## config.mk

```make
export PLATFORM = sky130hd
export DESIGN_NAME = lsb_stego_frame_decoder_flat
export DESIGN_NICKNAME = d
export VERILOG_FILES = /design/src/design/lsd_pkg.sv /design/src/design/lsd_ifs.sv /design/src/design/lsd_cfg.sv /design/src/design/lsd_core.sv /design/src/design/lsd_outq.sv /design/src/design/lsb_stego_frame_decoder.sv /design/src/flat_wrapper.sv
export SDC_FILE = /design/constraint.sdc
export NUM_CORES = 1
export LEC_CHECK = 0
export BUFFER_PORTS_ARGS = -buffer_cell sky130_fd_sc_hd__buf_4
export CORE_MARGIN = 2
export CORE_UTILIZATION = 26
export CTS_BUF_LIST = sky130_fd_sc_hd__clkbuf_2
export CTS_CLUSTER_DIAMETER = 50
export CTS_CLUSTER_SIZE = 10
export DETAILED_ROUTE_END_ITERATION = 6
export GPL_TIMING_DRIVEN = 0
export PLACE_DENSITY = 0.53
export REMOVE_ABC_BUFFERS = 1
export SLEW_MARGIN = 10
export SYNTH_ARGS = -nofsm -noshare
export SYNTH_HDL_FRONTEND = slang
export SYNTH_SLANG_ARGS = --single-unit
```

## constraint.sdc

```tcl
create_clock -name clk -period 12.5 [get_ports clk]
set_input_delay 0 -clock clk [delete_from_list [all_inputs] [get_ports clk]]
set_output_delay 0 -clock clk [all_outputs]
set_load 0.1 [all_outputs]
```

## src/design/lsd_pkg.sv

```systemverilog
// Shared types and constants for the LSB stego frame decoder.
package lsd_pkg;

  localparam int MWORD_W = 40;
  localparam int APB_AW  = 4;
  localparam int APB_DW  = 64;
  localparam int REG_SEL = 3;

  localparam logic       REG_MAGIC = 1'b0;
  localparam logic       REG_HDR   = 1'b1;
  localparam logic [7:0] HDR_RESET = 8'd54;

  localparam logic [4:0] WORD_LAST = 5'd31;
  localparam logic [4:0] BYTE_LAST = 5'd7;

  localparam logic [2:0] KIND_EXT      = 3'd0;
  localparam logic [2:0] KIND_PAY      = 3'd1;
  localparam logic [2:0] KIND_EMPTY    = 3'd2;
  localparam logic [2:0] KIND_MISMATCH = 3'd3;
  localparam logic [2:0] KIND_TOOLONG  = 3'd4;

  typedef enum logic [2:0] {
    PH_SKIP,
    PH_MAGIC,
    PH_EXTLEN,
    PH_EXT,
    PH_PAYLEN,
    PH_PAY,
    PH_DONE
  } ph_t;

  typedef struct packed {
    logic [7:0] value;
    logic [2:0] kind;
    logic       last;
  } res_t;

  typedef struct packed {
    logic [MWORD_W-1:0] magic_word;
    logic [7:0]         header_offset;
  } cfg_t;

endpackage

```

## src/design/lsd_ifs.sv

```systemverilog
// Valid/ready channel interfaces for image bytes and decoded results.
interface lsd_in_if;
  logic       valid;
  logic       ready;
  logic [7:0] cover_byte;
  logic       restart;

  modport source (output valid, output cover_byte, output restart, input ready);
  modport sink   (input valid, input cover_byte, input restart, output ready);
endinterface

interface lsd_out_if;
  logic       valid;
  logic       ready;
  logic [7:0] value;
  logic [2:0] kind;
  logic       last;

  modport source (output valid, output value, output kind, output last, input ready);
  modport sink   (input valid, input value, input kind, input last, output ready);
endinterface

```

## src/design/lsd_cfg.sv

```systemverilog
// APB register file: magic word and header offset.
module lsd_cfg
  import lsd_pkg::*;
(
  input  logic              clk,
  input  logic              rst_n,
  input  logic              psel,
  input  logic              penable,
  input  logic              pwrite,
  input  logic [APB_AW-1:0] paddr,
  input  logic [APB_DW-1:0] pwdata,
  output logic [APB_DW-1:0] prdata,
  output logic              pready,
  output cfg_t              cfg
);

  logic [MWORD_W-1:0] magic_r;
  logic [7:0]         hoff_r;
  logic               wr_en;
  logic               sel;

  assign pready = 1'b1;
  assign sel    = paddr[REG_SEL];
  assign wr_en  = psel && penable && pwrite && pready;

  always_ff @(posedge clk) begin
    if (!rst_n) begin
      magic_r <= '0;
      hoff_r  <= HDR_RESET;
    end else if (wr_en) begin
      case (sel)
        REG_MAGIC: magic_r <= pwdata[MWORD_W-1:0];
        REG_HDR:   hoff_r  <= pwdata[7:0];
        default: ;
      endcase
    end
  end

  always_comb begin
    case (sel)
      REG_MAGIC: prdata = {{(APB_DW-MWORD_W){1'b0}}, magic_r};
      REG_HDR:   prdata = {{(APB_DW-8){1'b0}}, hoff_r};
      default:   prdata = '0;
    endcase
  end

  assign cfg.magic_word    = magic_r;
  assign cfg.header_offset = hoff_r;

endmodule

```

## src/design/lsd_core.sv

```systemverilog
// Per-byte decode: header skip, bit gathering, field sequencing, result.
module lsd_core
  import lsd_pkg::*;
#(
  parameter int MAGIC_LEN   = 5,
  parameter int MAX_EXT_LEN = 16
) (
  input  logic       clk,
  input  logic       rst_n,
  input  logic       in_acc,
  input  logic [7:0] in_cover_byte,
  input  logic       in_restart,
  input  cfg_t       cfg,
  output logic       res_valid,
  output res_t       res
);

  localparam int MW  = 8 * MAGIC_LEN;
  localparam int MIW = (MAGIC_LEN > 1) ? $clog2(MAGIC_LEN) : 1;

  ph_t            ph_r, ph_nxt, eff_ph, ph_w;
  logic [7:0]     hc_r, hc_nxt, eff_hc;
  logic [4:0]     bi_r, bi_nxt, eff_bi;
  logic [31:0]    sw_r, sw_nxt, eff_sw, sw_sh;
  logic [MW-1:0]  ma_r, ma_nxt, eff_ma, ma_sh, magic_exp;
  logic [MIW-1:0] mi_r, mi_nxt, eff_mi;
  logic [30:0]    rem_r, rem_nxt, eff_rem, len_val, rem_dec;
  logic           skipping, full32, full8, magic_ok, fin, magic_end, too_long;
  logic [7:0]     byte_val;

  generate
    if (MW <= MWORD_W) begin : g_mnarrow
      assign magic_exp = cfg.magic_word[MW-1:0];
    end else begin : g_mwide
      assign magic_exp = {{(MW-MWORD_W){1'b0}}, cfg.magic_word};
    end
  endgenerate

  // restart drops the state back to reset before this byte is processed
  assign eff_ph  = in_restart ? PH_SKIP : ph_r;
  assign eff_hc  = in_restart ? '0 : hc_r;
  assign eff_bi  = in_restart ? '0 : bi_r;
  assign eff_sw  = in_restart ? '0 : sw_r;
  assign eff_ma  = in_restart ? '0 : ma_r;
  assign eff_mi  = in_restart ? '0 : mi_r;
  assign eff_rem = in_restart ? '0 : rem_r;

  assign skipping  = (eff_ph == PH_SKIP) && (eff_hc < cfg.header_offset);
  assign ph_w      = (eff_ph == PH_SKIP) ? PH_MAGIC : eff_ph;
  assign sw_sh     = {eff_sw[30:0], in_cover_byte[0]};
  assign full32    = (eff_bi == WORD_LAST);
  assign full8     = (eff_bi == BYTE_LAST);
  assign len_val   = sw_sh[31] ? '0 : sw_sh[30:0];
  assign too_long  = (len_val > 31'(MAX_EXT_LEN));
  assign byte_val  = sw_sh[7:0];
  assign ma_sh     = MW'({eff_ma, byte_val});
  assign magic_ok  = (ma_sh == magic_exp);
  assign magic_end = (eff_mi == MIW'(MAGIC_LEN - 1));
  assign rem_dec   = (eff_rem != '0) ? eff_rem - 31'd1 : '0;
  assign fin       = (rem_dec == '0);

  // next state
  always_comb begin
    ph_nxt  = eff_ph;
    hc_nxt  = eff_hc;
    bi_nxt  = eff_bi;
    sw_nxt  = eff_sw;
    ma_nxt  = eff_ma;
    mi_nxt  = eff_mi;
    rem_nxt = eff_rem;
    if (skipping) begin
      hc_nxt = eff_hc + 8'd1;
    end else begin
      ph_nxt = ph_w;
      case (ph_w)
        PH_EXTLEN, PH_PAYLEN: begin
          if (!full32) begin
            bi_nxt = eff_bi + 5'd1;
            sw_nxt = sw_sh;
          end else begin
            bi_nxt  = '0;
            sw_nxt  = '0;
            rem_nxt = len_val;
            if (ph_w == PH_EXTLEN) begin
              if (too_long)               ph_nxt = PH_DONE;
              else if (len_val == '0)     ph_nxt = PH_PAYLEN;
              else                        ph_nxt = PH_EXT;
            end else begin
              ph_nxt = (len_val == '0) ? PH_DONE : PH_PAY;
            end
          end
        end
        PH_MAGIC, PH_EXT, PH_PAY: begin
          if (!full8) begin
            bi_nxt = eff_bi + 5'd1;
            sw_nxt = sw_sh;
          end else begin
            bi_nxt = '0;
            sw_nxt = '0;
            if (ph_w == PH_MAGIC) begin
              ma_nxt = ma_sh;
              if (magic_end) begin
                mi_nxt = '0;
                ph_nxt = magic_ok ? PH_EXTLEN : PH_DONE;
              end else begin
                mi_nxt = eff_mi + MIW'(1);
              end
            end else begin
              rem_nxt = rem_dec;
              if (fin) ph_nxt = (ph_w == PH_EXT) ? PH_PAYLEN : PH_DONE;
            end
          end
        end
        default: ;
      endcase
    end
  end

  // result
  always_comb begin
    res_valid = 1'b0;
    res       = '0;
    if (!skipping) begin
      case (ph_w)
        PH_EXTLEN: begin
          if (full32 && too_long) begin
            res_valid = 1'b1;
            res.kind  = KIND_TOOLONG;
            res.last  = 1'b1;
          end
        end
        PH_PAYLEN: begin
          if (full32 && (len_val == '0)) begin
            res_valid = 1'b1;
            res.kind  = KIND_EMPTY;
            res.last  = 1'b1;
          end
        end
        PH_MAGIC: begin
          if (full8 && magic_end && !magic_ok) begin
            res_valid = 1'b1;
            res.kind  = KIND_MISMATCH;
            res.last  = 1'b1;
          end
        end
        PH_EXT, PH_PAY: begin
          if (full8) begin
            res_valid = 1'b1;
            res.value = byte_val;
            res.kind  = (ph_w == PH_EXT) ? KIND_EXT : KIND_PAY;
            res.last  = fin;
          end
        end
        default: ;
      endcase
    end
  end

  always_ff @(posedge clk) begin
    if (!rst_n) begin
      ph_r  <= PH_SKIP;
      hc_r  <= '0;
      bi_r  <= '0;
      sw_r  <= '0;
      ma_r  <= '0;
      mi_r  <= '0;
      rem_r <= '0;
    end else if (in_acc) begin
      ph_r  <= ph_nxt;
      hc_r  <= hc_nxt;
      bi_r  <= bi_nxt;
      sw_r  <= sw_nxt;
      ma_r  <= ma_nxt;
      mi_r  <= mi_nxt;
      rem_r <= rem_nxt;
    end
  end

endmodule

```

## src/design/lsd_outq.sv

```systemverilog
// Two-entry result queue: output register plus skid slot.
module lsd_outq
  import lsd_pkg::*;
(
  input  logic clk,
  input  logic rst_n,
  input  logic push,
  input  res_t push_res,
  input  logic pop_ready,
  output logic pop_valid,
  output res_t pop_res,
  output logic has_room
);

  localparam logic [1:0] CNT_EMPTY = 2'd0;
  localparam logic [1:0] CNT_ONE   = 2'd1;
  localparam logic [1:0] CNT_FULL  = 2'd2;

  logic [1:0] cnt_r, cnt_nxt;
  res_t       head_r, head_nxt, tail_r, tail_nxt;
  logic       pop;

  assign pop_valid = (cnt_r != CNT_EMPTY);
  assign pop_res   = head_r;
  assign has_room  = (cnt_r != CNT_FULL);
  assign pop       = pop_valid && pop_ready;

  always_comb begin
    cnt_nxt  = cnt_r;
    head_nxt = head_r;
    tail_nxt = tail_r;
    case ({push, pop})
      2'b11: begin
        if (cnt_r == CNT_ONE) begin
          head_nxt = push_res;
        end else begin
          head_nxt = tail_r;
          tail_nxt = push_res;
        end
      end
      2'b01: begin
        head_nxt = tail_r;
        cnt_nxt  = cnt_r - 2'd1;
      end
      2'b10: begin
        if (cnt_r == CNT_EMPTY) head_nxt = push_res;
        else                    tail_nxt = push_res;
        cnt_nxt = cnt_r + 2'd1;
      end
      default: ;
    endcase
  end

  always_ff @(posedge clk) begin
    if (!rst_n) cnt_r <= CNT_EMPTY;
    else        cnt_r <= cnt_nxt;
  end

  always_ff @(posedge clk) begin
    head_r <= head_nxt;
    tail_r <= tail_nxt;
  end

endmodule

```

## src/design/lsb_stego_frame_decoder.sv

```systemverilog
// Top level of the LSB stego frame decoder.
//
//  beat      dir  width        carries
//  in_if     in   8+1          cover_byte, restart
//  out_if    out  8+3+1        value, kind, last
//  APB       in   64 data      magic_word @0x0, header_offset @0x8
//
// One image byte per cycle while the queue has room; results leave from its head.
// Decode is one combinational pass from the accepted byte into state and queue.
// A two-entry result queue lets input continue while one result is stalled;
// in_if.ready drops only when both entries are held.
// Synchronous active-low reset; no clearing pass.
module lsb_stego_frame_decoder
  import lsd_pkg::*;
#(
  parameter int MAGIC_LEN   = 5,
  parameter int MAX_EXT_LEN = 16
) (
  input  logic              clk,
  input  logic              rst_n,
  lsd_in_if.sink            in_if,
  lsd_out_if.source         out_if,
  input  logic              psel,
  input  logic              penable,
  input  logic              pwrite,
  input  logic [APB_AW-1:0] paddr,
  input  logic [APB_DW-1:0] pwdata,
  output logic [APB_DW-1:0] prdata,
  output logic              pready
);

  cfg_t cfg;
  res_t res, out_res;
  logic res_valid, in_acc, has_room;

  assign in_if.ready = has_room;
  assign in_acc      = in_if.valid && has_room;

  lsd_cfg u_cfg (
    .clk     (clk),
    .rst_n   (rst_n),
    .psel    (psel),
    .penable (penable),
    .pwrite  (pwrite),
    .paddr   (paddr),
    .pwdata  (pwdata),
    .prdata  (prdata),
    .pready  (pready),
    .cfg     (cfg)
  );

  lsd_core #(
    .MAGIC_LEN   (MAGIC_LEN),
    .MAX_EXT_LEN (MAX_EXT_LEN)
  ) u_core (
    .clk           (clk),
    .rst_n         (rst_n),
    .in_acc        (in_acc),
    .in_cover_byte (in_if.cover_byte),
    .in_restart    (in_if.restart),
    .cfg           (cfg),
    .res_valid     (res_valid),
    .res           (res)
  );

  lsd_outq u_outq (
    .clk       (clk),
    .rst_n     (rst_n),
    .push      (in_acc && res_valid),
    .push_res  (res),
    .pop_ready (out_if.ready),
    .pop_valid (out_if.valid),
    .pop_res   (out_res),
    .has_room  (has_room)
  );

  assign out_if.value = out_res.value;
  assign out_if.kind  = out_res.kind;
  assign out_if.last  = out_res.last;

endmodule

```

## src/flat_wrapper.sv

```systemverilog
// flat-port wrapper written by rule: the top's interface ports become plain ports
module lsb_stego_frame_decoder_flat import lsd_pkg::*;
#(
  parameter int MAGIC_LEN   = 5,
  parameter int MAX_EXT_LEN = 16
)
  (clk, rst_n, psel, penable, pwrite, paddr, pwdata, prdata, pready, in_if_valid, in_if_cover_byte, in_if_restart, in_if_ready, out_if_valid, out_if_value, out_if_kind, out_if_last, out_if_ready);
  lsd_in_if in_if_i ();
  lsd_out_if out_if_i ();
  input  logic clk;
  input  logic rst_n;
  input  logic psel;
  input  logic penable;
  input  logic pwrite;
  input  logic [APB_AW-1:0] paddr;
  input  logic [APB_DW-1:0] pwdata;
  output logic [APB_DW-1:0] prdata;
  output logic pready;
  input wire logic [$bits(in_if_i.valid)-1:0] in_if_valid;
  input wire logic [$bits(in_if_i.cover_byte)-1:0] in_if_cover_byte;
  input wire logic [$bits(in_if_i.restart)-1:0] in_if_restart;
  output wire logic [$bits(in_if_i.ready)-1:0] in_if_ready;
  output wire logic [$bits(out_if_i.valid)-1:0] out_if_valid;
  output wire logic [$bits(out_if_i.value)-1:0] out_if_value;
  output wire logic [$bits(out_if_i.kind)-1:0] out_if_kind;
  output wire logic [$bits(out_if_i.last)-1:0] out_if_last;
  input wire logic [$bits(out_if_i.ready)-1:0] out_if_ready;
  assign in_if_i.valid = in_if_valid;
  assign in_if_i.cover_byte = in_if_cover_byte;
  assign in_if_i.restart = in_if_restart;
  assign in_if_ready = in_if_i.ready;
  assign out_if_valid = out_if_i.valid;
  assign out_if_value = out_if_i.value;
  assign out_if_kind = out_if_i.kind;
  assign out_if_last = out_if_i.last;
  assign out_if_i.ready = out_if_ready;
  lsb_stego_frame_decoder #(.MAGIC_LEN(MAGIC_LEN), .MAX_EXT_LEN(MAX_EXT_LEN)) u_core (.clk(clk), .rst_n(rst_n), .in_if(in_if_i), .out_if(out_if_i), .psel(psel), .penable(penable), .pwrite(pwrite), .paddr(paddr), .pwdata(pwdata), .prdata(prdata), .pready(pready));
endmodule
```

==> results.txt, run 1 <==
Status -> finished, final reports clean
Final Max Slew Viols -> 0
Final antenna-violating net count -> 0
Hold Crit Start -> in_if_cover_byte[0]
Via density -> 5.15
Count leader, synth -> nand2_1
RSZ-0062 raised after global routing -> no
Pwr per Cell Area -> 91.2 nW/um^2
Worst r2r src -> u_core.u_core.bi_r[0]
All-Layer GR Usage -> 0.169
Gr ovfl total -> 0
Primary FF master, synth -> dfxtp_1
Worst-case reg-to-reg path depth -> 14
Max rail drop VDD -> 0.0466 mV
Clock Sinks -> 187
Worst Setup Start Kind -> input pin
Dpl cells -> 2014
Sum of negative setup slack -> 0 ns
Post-CTS Resized -> 0
Global-route wire length before repair -> 60500 um
I/O pins -> 163
Via count of the first global-routing pass -> 10800
Leak pwr -> 5.03 nW
Cell area after synthesis -> 11300 um^2
Max H-tree Level -> 4
DR iter-0 viols -> 1003
Detailed placer's ending HPWL -> 24800 um
Hold Fails Final Rpt -> 0
Area grow syn2layout -> 25.6%
Clock power share -> 0.286
Final setup violation count -> 0
Sw Pwr -> 470 uW
Core footprint -> 43100 um^2
Finished Layout Cells -> 2187
Final wirelength -> 38000 um
Largest net degree at the start of global routing -> 166
Rows -> 76
CP endpoint kind -> flip-flop
Yosys warns -> 0
Port bufs -> 103
Starting density of the core -> 0.263
Flop and latch count out of synthesis -> 187
GPL Wtd Cong -> 0.898
Reg power frac -> 0.489
Hold path depth -> 4
Top cells by count, synth -> nand2_1 (179), dfxtp_1 (163), nor2b_1 (124)
Crit path max fanout -> 97
1st-pass router iterations -> 7
End of the worst hold path -> u_core.u_core.sw_r[0]
Wire length per cell -> 17.4 um
Root Buffer -> clkbuf_2
Fin crit period -> 5.40 ns
Residual DRC -> 0
Net Sw Frac -> 0.362
RR Endpoint -> u_core.u_outq.tail_r[9]
Hold Path Class -> input pin to flip-flop
Fmax -> 0.185 GHz
CTS tree -> done
CTS clk-pin slew, worst paths -> 0.30 ns
TritonCTS buffer count -> 17
Unique masters post-synth -> 76
Top area cells in the synthesized netlist -> dfxtp_1 (29%), nor2b_1 (6.8%), edfxtp_1 (6.4%)
Register area share after synthesis -> 0.351
Slew margin rel. -> 0.203
Die Span Y -> 213 um
Period Utilization, post-route -> 0.432
Die area -> 45300 um^2
Synth area leader -> dfxtp_1
Combinational power share -> 0.225
Share of post-route cells with drive strength above 1 -> 0.110
Die Width -> 213 um
Worst-Skew Late Latency -> 0.84 ns
Nets -> 1692
Mean Syn Cell Area -> 7.95 um^2
Reg2reg setup slack -> 7.12 ns
Clock tree buffer depth -> 2
Setup CP Type -> input pin to flip-flop
Layout Skew -> 0.0486 ns
Internal power -> 829 uW
Via Count -> 11300
Critical path required time -> 13.27 ns
Ys async rst share -> 0
Synthesized instance count -> 1426
Worst slew pin tran -> 1.20 ns
Max Cap Viol -> 0
Initial antenna violation count -> 1
WP data arrival -> 6.17 ns
Share of Yosys cell area claimed by the top area cell type -> 0.288
Number of synthesized flops with an enable pin -> 24
## sequential cells by signal (all words and copies together) (netlist names)
name and count:
u_core.u_cfg.hoff_r 8, u_core.u_cfg.magic_r 40, u_core.u_core.bi_r 5, u_core.u_core.hc_r 8, u_core.u_core.ma_r 32, u_core.u_core.mi_r 3
u_core.u_core.ph_r 3, u_core.u_core.rem_r 31, u_core.u_core.sw_r 31, u_core.u_outq.cnt_r 2, u_core.u_outq.pop_res 12, u_core.u_outq.tail_r 12
## worst max-delay path: stages
cell	delay (ns)
dlygate4sd3_1	0.53
buf_4	0.78
inv_2	0.49
buf_12	0.33
nand2_1	0.21
ha_1	0.74
nor3b_2	0.52
nand4_1	0.45
nor2_1	0.30
xor2_1	0.09
or4_1	0.58
o41ai_4	0.46
nand2_2	0.17
a221o_1	0.35
a21boi_1	0.11
## power groups by stage
stage	Combinational, mW	Sequential [mW]	Clock [mW]
CTS	0.290	0.635	0.388
detailed placement	0.264	0.645	0
finish	0.292	0.635	0.372
global placement	0.254	0.644	0
floorplan	0.159	0.661	0
global route	0.312	0.637	0.408
## metal layers
metal	part of all wire	wire [um]	global-route usage
met2	0.47	17700	0.273
met5	0	0	0
met3	0.054	2060	0.0260
met4	0.016	613	0.0424
met1	0.46	17600	0.234
## logic make-up after synthesis
family | synth area share
flip-flops | 0.351
multiplexers | 0.0221
other | 0.000662
buffers and inverters | 0.0706
adder cells (fa/ha/maj) | 0.0221
AND/OR/NAND/NOR | 0.258
AO/OA/AOI/OAI | 0.251
XOR/XNOR | 0.0247
## layout by cell type, fill, tap and decap left out, types with 6 or more instances in the layout
master / count
edfxtp_1: 24
nand2_1: 179
nand4_1: 18
a21oi_1: 54
a22oi_1: 82
xnor2_1: 22
o32ai_1: 6
o211ai_1: 10
dfxtp_1: 163
and2_1: 16
a221oi_1: 18
o31ai_1: 7
nor2b_1: 123
nor3_1: 22
a21boi_1: 6
nor4bb_1: 7
buf_4: 104
o21ai_0: 72
nand3b_1: 7
mux2_2: 8
or4_1: 7
nor2_1: 80
nor3b_1: 8
mux2i_1: 16
dlygate4sd3_1: 140
inv_1: 49
a32oi_1: 6
nand3_1: 28
a21boi_0: 62
and3_1: 12
a21o_1: 11
clkbuf_2: 17
o22ai_1: 9
xor2_1: 10
nand2b_1: 15
conb_1: 25
a31oi_1: 22
ha_1: 20
nor4_1: 18
## area by class of cell
class / instances / area, um^2
diodes: 1 / 2.50
fillers: 4504 / 28800
multi-input cells: 1080 / 6710
inverters: 50 / 188
flip-flops and latches: 187 / 3980
well taps: 585 / 732
clock inverters: 15 / 219
repair buffers: 252 / 2330
clock buffers: 17 / 85.1
## repair_timing
action	CTS	global route
endpoints found under the hold margin	165	0
hold buffers	140	0
buffers inserted	0	0
## through the flow
step	setup slack [ns]	utilization	hold slack (ns)	area (um^2)	total power [mW]
2_1_floorplan	8.03	-	0.0889	10800	0.821
3_3_place_gp	6.15	0.286	0.238	12300	0.899
3_5_place_dp	6.65	0.291	0.245	12500	0.909
4_1_cts	6.80	0.331	0.0448	14200	1.31
5_1_grt	6.69	0.331	0.0702	14200	1.36
6_report	7.10	0.331	0.116	14200	1.30
## worst max path at each step
stage / start / to / slack (ns)
floorplan: u_core.u_outq.cnt_r[0] / u_core.u_outq.tail_r[0] / 8.03
global placement: in_if_restart / u_core.u_core.ph_r[2] / 6.15
detailed placement: in_if_restart / u_core.u_outq.tail_r[3] / 6.65
CTS: u_core.u_core.bi_r[0] / u_core.u_outq.tail_r[8] / 6.80
global route: u_core.u_core.bi_r[0] / u_core.u_outq.tail_r[9] / 6.69
finish: in_if_restart / u_core.u_core.ph_r[2] / 7.10
Note: power is estimated with default switching activity, not from simulation.
==> inputs of run 2 (changes only) <==
==> constraint.sdc (replaced) <==
create_clock -name clk -period 5.5 [get_ports clk]
set_input_delay 0 -clock clk [delete_from_list [all_inputs] [get_ports clk]]
set_output_delay 0 -clock clk [all_outputs]
set_load 0.1 [all_outputs]
==> results.txt, run 2 (synthesized netlist as in run 1, its figures left out) <==
Largest register FFs -> 40
CTS tree -> done
1st-pass router iterations -> 7
Via density -> 5.15
Largest Register -> u_core.u_cfg.magic_r
Nets -> 1693
Rows -> 76
Total power draw -> 2.95 mW
Period Utilization, post-route -> 0.923
Area grow syn2layout -> 25.7%
Port bufs -> 103
Clock tree buffer depth -> 2
RSZ-0062 raised after global routing -> no
Final antenna-violating net count -> 0
Worst Setup Start Kind -> input pin
Largest net degree at the start of global routing -> 166
Slew margin rel. -> 0.217
Via count of the first global-routing pass -> 10800
Status -> complete, but fails checks
Core footprint -> 43100 um^2
Crit path launch -> in_if_restart
Wire length per cell -> 17.4 um
Failing checks -> DRC
Top flop regs -> u_core.u_cfg.magic_r (40), u_core.u_core.ma_r (32)
DR iter-0 viols -> 1009
Fin crit period -> 5.08 ns
Global-route wire length before repair -> 60500 um
Setup CP Type -> input pin to flip-flop
Clock Sinks -> 187
Final setup violation count -> 0
CP endpoint kind -> flip-flop
Worst-Skew Late Latency -> 0.85 ns
Hold Crit Start -> in_if_cover_byte[0]
Hold Fails Final Rpt -> 0
Post-Layout Inst Area -> 14300 um^2
Worst r2r src -> u_core.u_core.bi_r[0]
Die Width -> 213 um
Final Max Slew Viols -> 0
TritonCTS buffer count -> 17
Max rail drop VDD -> 0.106 mV
Pwr per Cell Area -> 207 nW/um^2
GPL Wtd Cong -> 0.898
Die Span Y -> 213 um
Hold Worst Slack -> 0.113 ns
Dpl cell area -> 12500 um^2
Postcts setup bufs -> 0
Max Cap Viol -> 0
All-Layer GR Usage -> 0.169
I/O pins -> 163
Final wirelength -> 38100 um
CTS clk-pin slew, worst paths -> 0.30 ns
Residual DRC -> 1
Starting density of the core -> 0.263
Detailed placer's ending HPWL -> 24800 um
Die area -> 45300 um^2
Worst slew pin tran -> 1.17 ns
Max H-tree Level -> 4
Leak pwr -> 5.03 nW
Initial antenna violation count -> 1
Fmax -> 0.197 GHz
WP data arrival -> 5.85 ns
Most frequent cells in the layout -> nand2_1 (179), dfxtp_1 (163), dlygate4sd3_1 (140)
Root Buffer -> clkbuf_2
Hold Path Class -> input pin to flip-flop
Commonest non-fill, non-tap cell in the layout -> nand2_1
Via Count -> 11300
Gr ovfl total -> 0
Crit path max fanout -> 97
Share of post-route cells with drive strength above 1 -> 0.112
Layout Skew -> 0.0519 ns
Critical path required time -> 6.27 ns
## run 2: cell count changes in the layout (fill, tap and decap cells not counted), sizes merged
cell	previous run	this run
inv	59	58
clkinvlp	0	2
## run 2: worst paths after layout
| check | end | slack [ns] | cells after the start |
|---|---|---|---|
| setup reg to reg | u_core.u_outq.tail_r[9] | 0.60 | 14 |
| hold / removal | u_core.u_core.sw_r[0] | 0.11 | 4 |
| setup / recovery | u_core.u_core.ph_r[2] | 0.42 | 15 |
| hold reg to reg | u_core.u_cfg.magic_r[13] | 0.49 | 2 |
## run 2: repair_timing
item,in CTS,in global routing
hold buffers,140,0
gates cloned,0,1
setup endpoints to repair,12,16
hold endpoints to repair,165,0
gates resized for setup,1,3
## run 2: stage by stage
stage                     utilization  setup slack, ns  cells  TNS, ns
after floorplan                     -             1.03   1317        0
after global placement          0.286           -0.852   2005   -44.52
after detailed placement        0.291           -0.354   2014    -4.67
after CTS                       0.331            0.159   2186        0
after global routing            0.331           0.0993   2188        0
final                           0.331            0.424   2188        0
## run 2: report_power, final
part	internal (mW)	switching [mW]
sequential	1.42	0.0247
combinational	0.215	0.449
clock	0.251	0.594
total	1.88	1.07
## run 2: area by class of cell
class | instances | area (um^2)
fillers | 4502 | 28800
multi-input cells | 1080 | 6710
flip-flops and latches | 187 | 3980
repair buffers | 252 | 2330
well taps | 585 | 732
clock inverters | 15 | 219
inverters | 50 | 191
clock buffers | 17 | 85.1
repair inverters | 1 | 5.00
diodes | 1 | 2.50
## run 2: critical path, cell delays in order
cell and delay [ns]:
dlygate4sd3_1 0.55, buf_6 0.54, inv_2 0.42, buf_12 0.30
nand2_1 0.21, ha_1 0.74, nor3b_2 0.51, nand4_1 0.44
nor2_1 0.29, xor2_1 0.09, or4_1 0.58, o41ai_4 0.48
nand2_2 0.18, a221o_1 0.36, a21boi_1 0.11
## run 2: per-layer routing
metal / track usage / vias to the layer above / wire, um
li1: - / 5387 / -
met1: 0.234 / 5513 / 17700
met2: 0.273 / 329 / 17800
met3: 0.0260 / 36 / 2000
met4: 0.0424 / 0 / 616
met5: 0 / - / 0
==> inputs of run 3 (changes only) <==
--- a/config.mk
+++ b/config.mk
@@ -15,6 +15,8 @@
 export GPL_TIMING_DRIVEN = 0
 export PLACE_DENSITY = 0.53
 export REMOVE_ABC_BUFFERS = 1
+export SETUP_SLACK_MARGIN = 0.5
+export SKIP_LAST_GASP = 1
 export SLEW_MARGIN = 10
 export SYNTH_ARGS = -nofsm -noshare
 export SYNTH_HDL_FRONTEND = slang
==> results.txt, run 3 (synthesized netlist as in run 1, its figures left out) <==
Post-Layout Inst Area -> 14300 um^2
Finished Core Util -> 0.332
DR iter-0 viols -> 1055
Critical path, cell by cell -> nor2b_1 > ha_1 > and3_1 > ha_2 > clkinvlp_4 > nor2_1 > nand2_1 > or3_1 > nand3_1 > o21ai_0 > inv_1 > ha_2 > o21ai_0 > a21oi_4
Dpl cells -> 2014
Fill cell count -> 4508
Largest Register -> u_core.u_cfg.magic_r
Die Width -> 213 um
Commonest non-fill, non-tap cell in the layout -> nand2_1
TritonCTS buffer count -> 17
Hold Path Class -> input pin to flip-flop
Fin crit period -> 4.51 ns
Worst slew pin tran -> 1.19 ns
Gr ovfl total -> 0
Critical path required time -> 6.02 ns
RSZ-0062 raised after global routing -> no
Postcts setup bufs -> 0
CTS clk-pin slew, worst paths -> 0.31 ns
Total power draw -> 2.96 mW
Delay of the slowest critical-path stage -> 0.51 ns
Core footprint -> 43100 um^2
Hold Worst Slack -> -0.00473 ns
All-Layer GR Usage -> 0.170
Largest register FFs -> 40
Crit path max fanout -> 23
Failing checks -> DRC, hold timing
Final Max Slew Viols -> 0
Residual DRC -> 2
Largest net degree at the start of global routing -> 166
Status -> complete, but fails checks
Layout Skew -> 0.0514 ns
Clock tree buffer depth -> 2
Share of post-route cells with drive strength above 1 -> 0.113
Die Span Y -> 213 um
GPL Wtd Cong -> 0.898
Dpl cell area -> 12500 um^2
Port bufs -> 103
Detailed placer's ending HPWL -> 24800 um
CP endpoint kind -> flip-flop
CTS tree -> done
Root Buffer -> clkbuf_2
Rows -> 76
Setup CP Type -> flip-flop to flip-flop
Nets -> 1696
Die area -> 45300 um^2
1st-pass router iterations -> 7
Most frequent cells in the layout -> nand2_1 (179), dfxtp_1 (163), dlygate4sd3_1 (143)
Starting density of the core -> 0.263
Slew margin rel. -> 0.202
Worst path slowest cell -> ha_2
Wire length per cell -> 17.7 um
Fmax -> 0.222 GHz
Pwr per Cell Area -> 207 nW/um^2
Worst Setup Start Kind -> flip-flop
Finished Layout Cells -> 2191
Initial antenna violation count -> 1
Via count of the first global-routing pass -> 10800
Area grow syn2layout -> 26.1%
Global-route wire length before repair -> 60800 um
Final wirelength -> 38900 um
Clock Sinks -> 187
Final setup violation count -> 0
Period Utilization, post-route -> 0.820
Top flop regs -> u_core.u_cfg.magic_r (40), u_core.u_core.ma_r (32)
Hold Fails Final Rpt -> 1
Via density -> 5.17
Final antenna-violating net count -> 0
Pre-CTS WS -> -0.354 ns
I/O pins -> 163
Max Cap Viol -> 0
Via Count -> 11300
Max H-tree Level -> 4
Max rail drop VDD -> 0.107 mV
Sum of negative setup slack -> 0 ns
Final worst slack -> 0.992 ns
WP data arrival -> 5.03 ns
Worst-Skew Late Latency -> 0.85 ns
Leak pwr -> 5.04 nW
## run 3: cell count changes in the layout (fill, tap and decap cells not counted), sizes merged
cell         delta
dlygate4sd3     +3
## run 3: final cells by class
type / instances / area (um^2) / share of cell area
Antenna cell: 1 / 2.50 / 0.000175
Clock inverter: 15 / 219 / 0.0153
Clock buffer: 17 / 85.1 / 0.00595
Sequential cell: 187 / 3980 / 0.279
Tap cell: 585 / 732 / 0.0512
Multi-Input combinational cell: 1080 / 6720 / 0.470
Timing Repair Buffer: 255 / 2360 / 0.165
Timing Repair inverter: 1 / 5.00 / 0.000350
Inverter: 50 / 191 / 0.0134
## run 3: worst paths after layout
| path | start | end | slack (ns) | cells past startpoint |
|---|---|---|---|---|
| setup / recovery | u_core.u_core.bi_r[0] | u_core.u_outq.tail_r[6] | 0.99 | 14 |
| hold / removal | in_if_restart | u_core.u_core.rem_r[9] | -0.005 | 5 |
| setup reg to reg | u_core.u_core.bi_r[0] | u_core.u_outq.tail_r[6] | 0.99 | 14 |
| hold reg to reg | u_core.u_cfg.magic_r[13] | u_core.u_cfg.magic_r[13] | 0.49 | 2 |
## run 3: worst max-delay path, delay by kind of cell, from the launching register on
| family | cells | cell delay [ns] |
|---|---|---|
| AND/OR/NAND/NOR | 6 | 1.12 |
| adder cells (fa/ha/maj) | 3 | 1.15 |
| AO/OA/AOI/OAI | 3 | 0.84 |
| flip-flops | 1 | 0.45 |
| buffers and inverters | 2 | 0.63 |
## run 3: power breakdown
part           leakage, nW  internal [mW]  switching, mW
sequential            1.51           1.42         0.0246
clock                0.175          0.251          0.597
combinational         3.36          0.218          0.454
## run 3: routing by layer
layer / up-vias / track usage / routed length [um]
li1: 5398 / - / -
met1: 5506 / 0.234 / 17800
met2: 376 / 0.273 / 18000
met3: 51 / 0.0293 / 2200
met4: 0 / 0.0456 / 885
met5: - / 0 / 0
## run 3: timing repair
item | in CTS | in global routing
hold endpoints to repair | 165 | 12
gates resized for setup | 3 | 4
hold buffers | 140 | 3
gates cloned | 1 | 0
setup endpoints to repair | 13 | 15
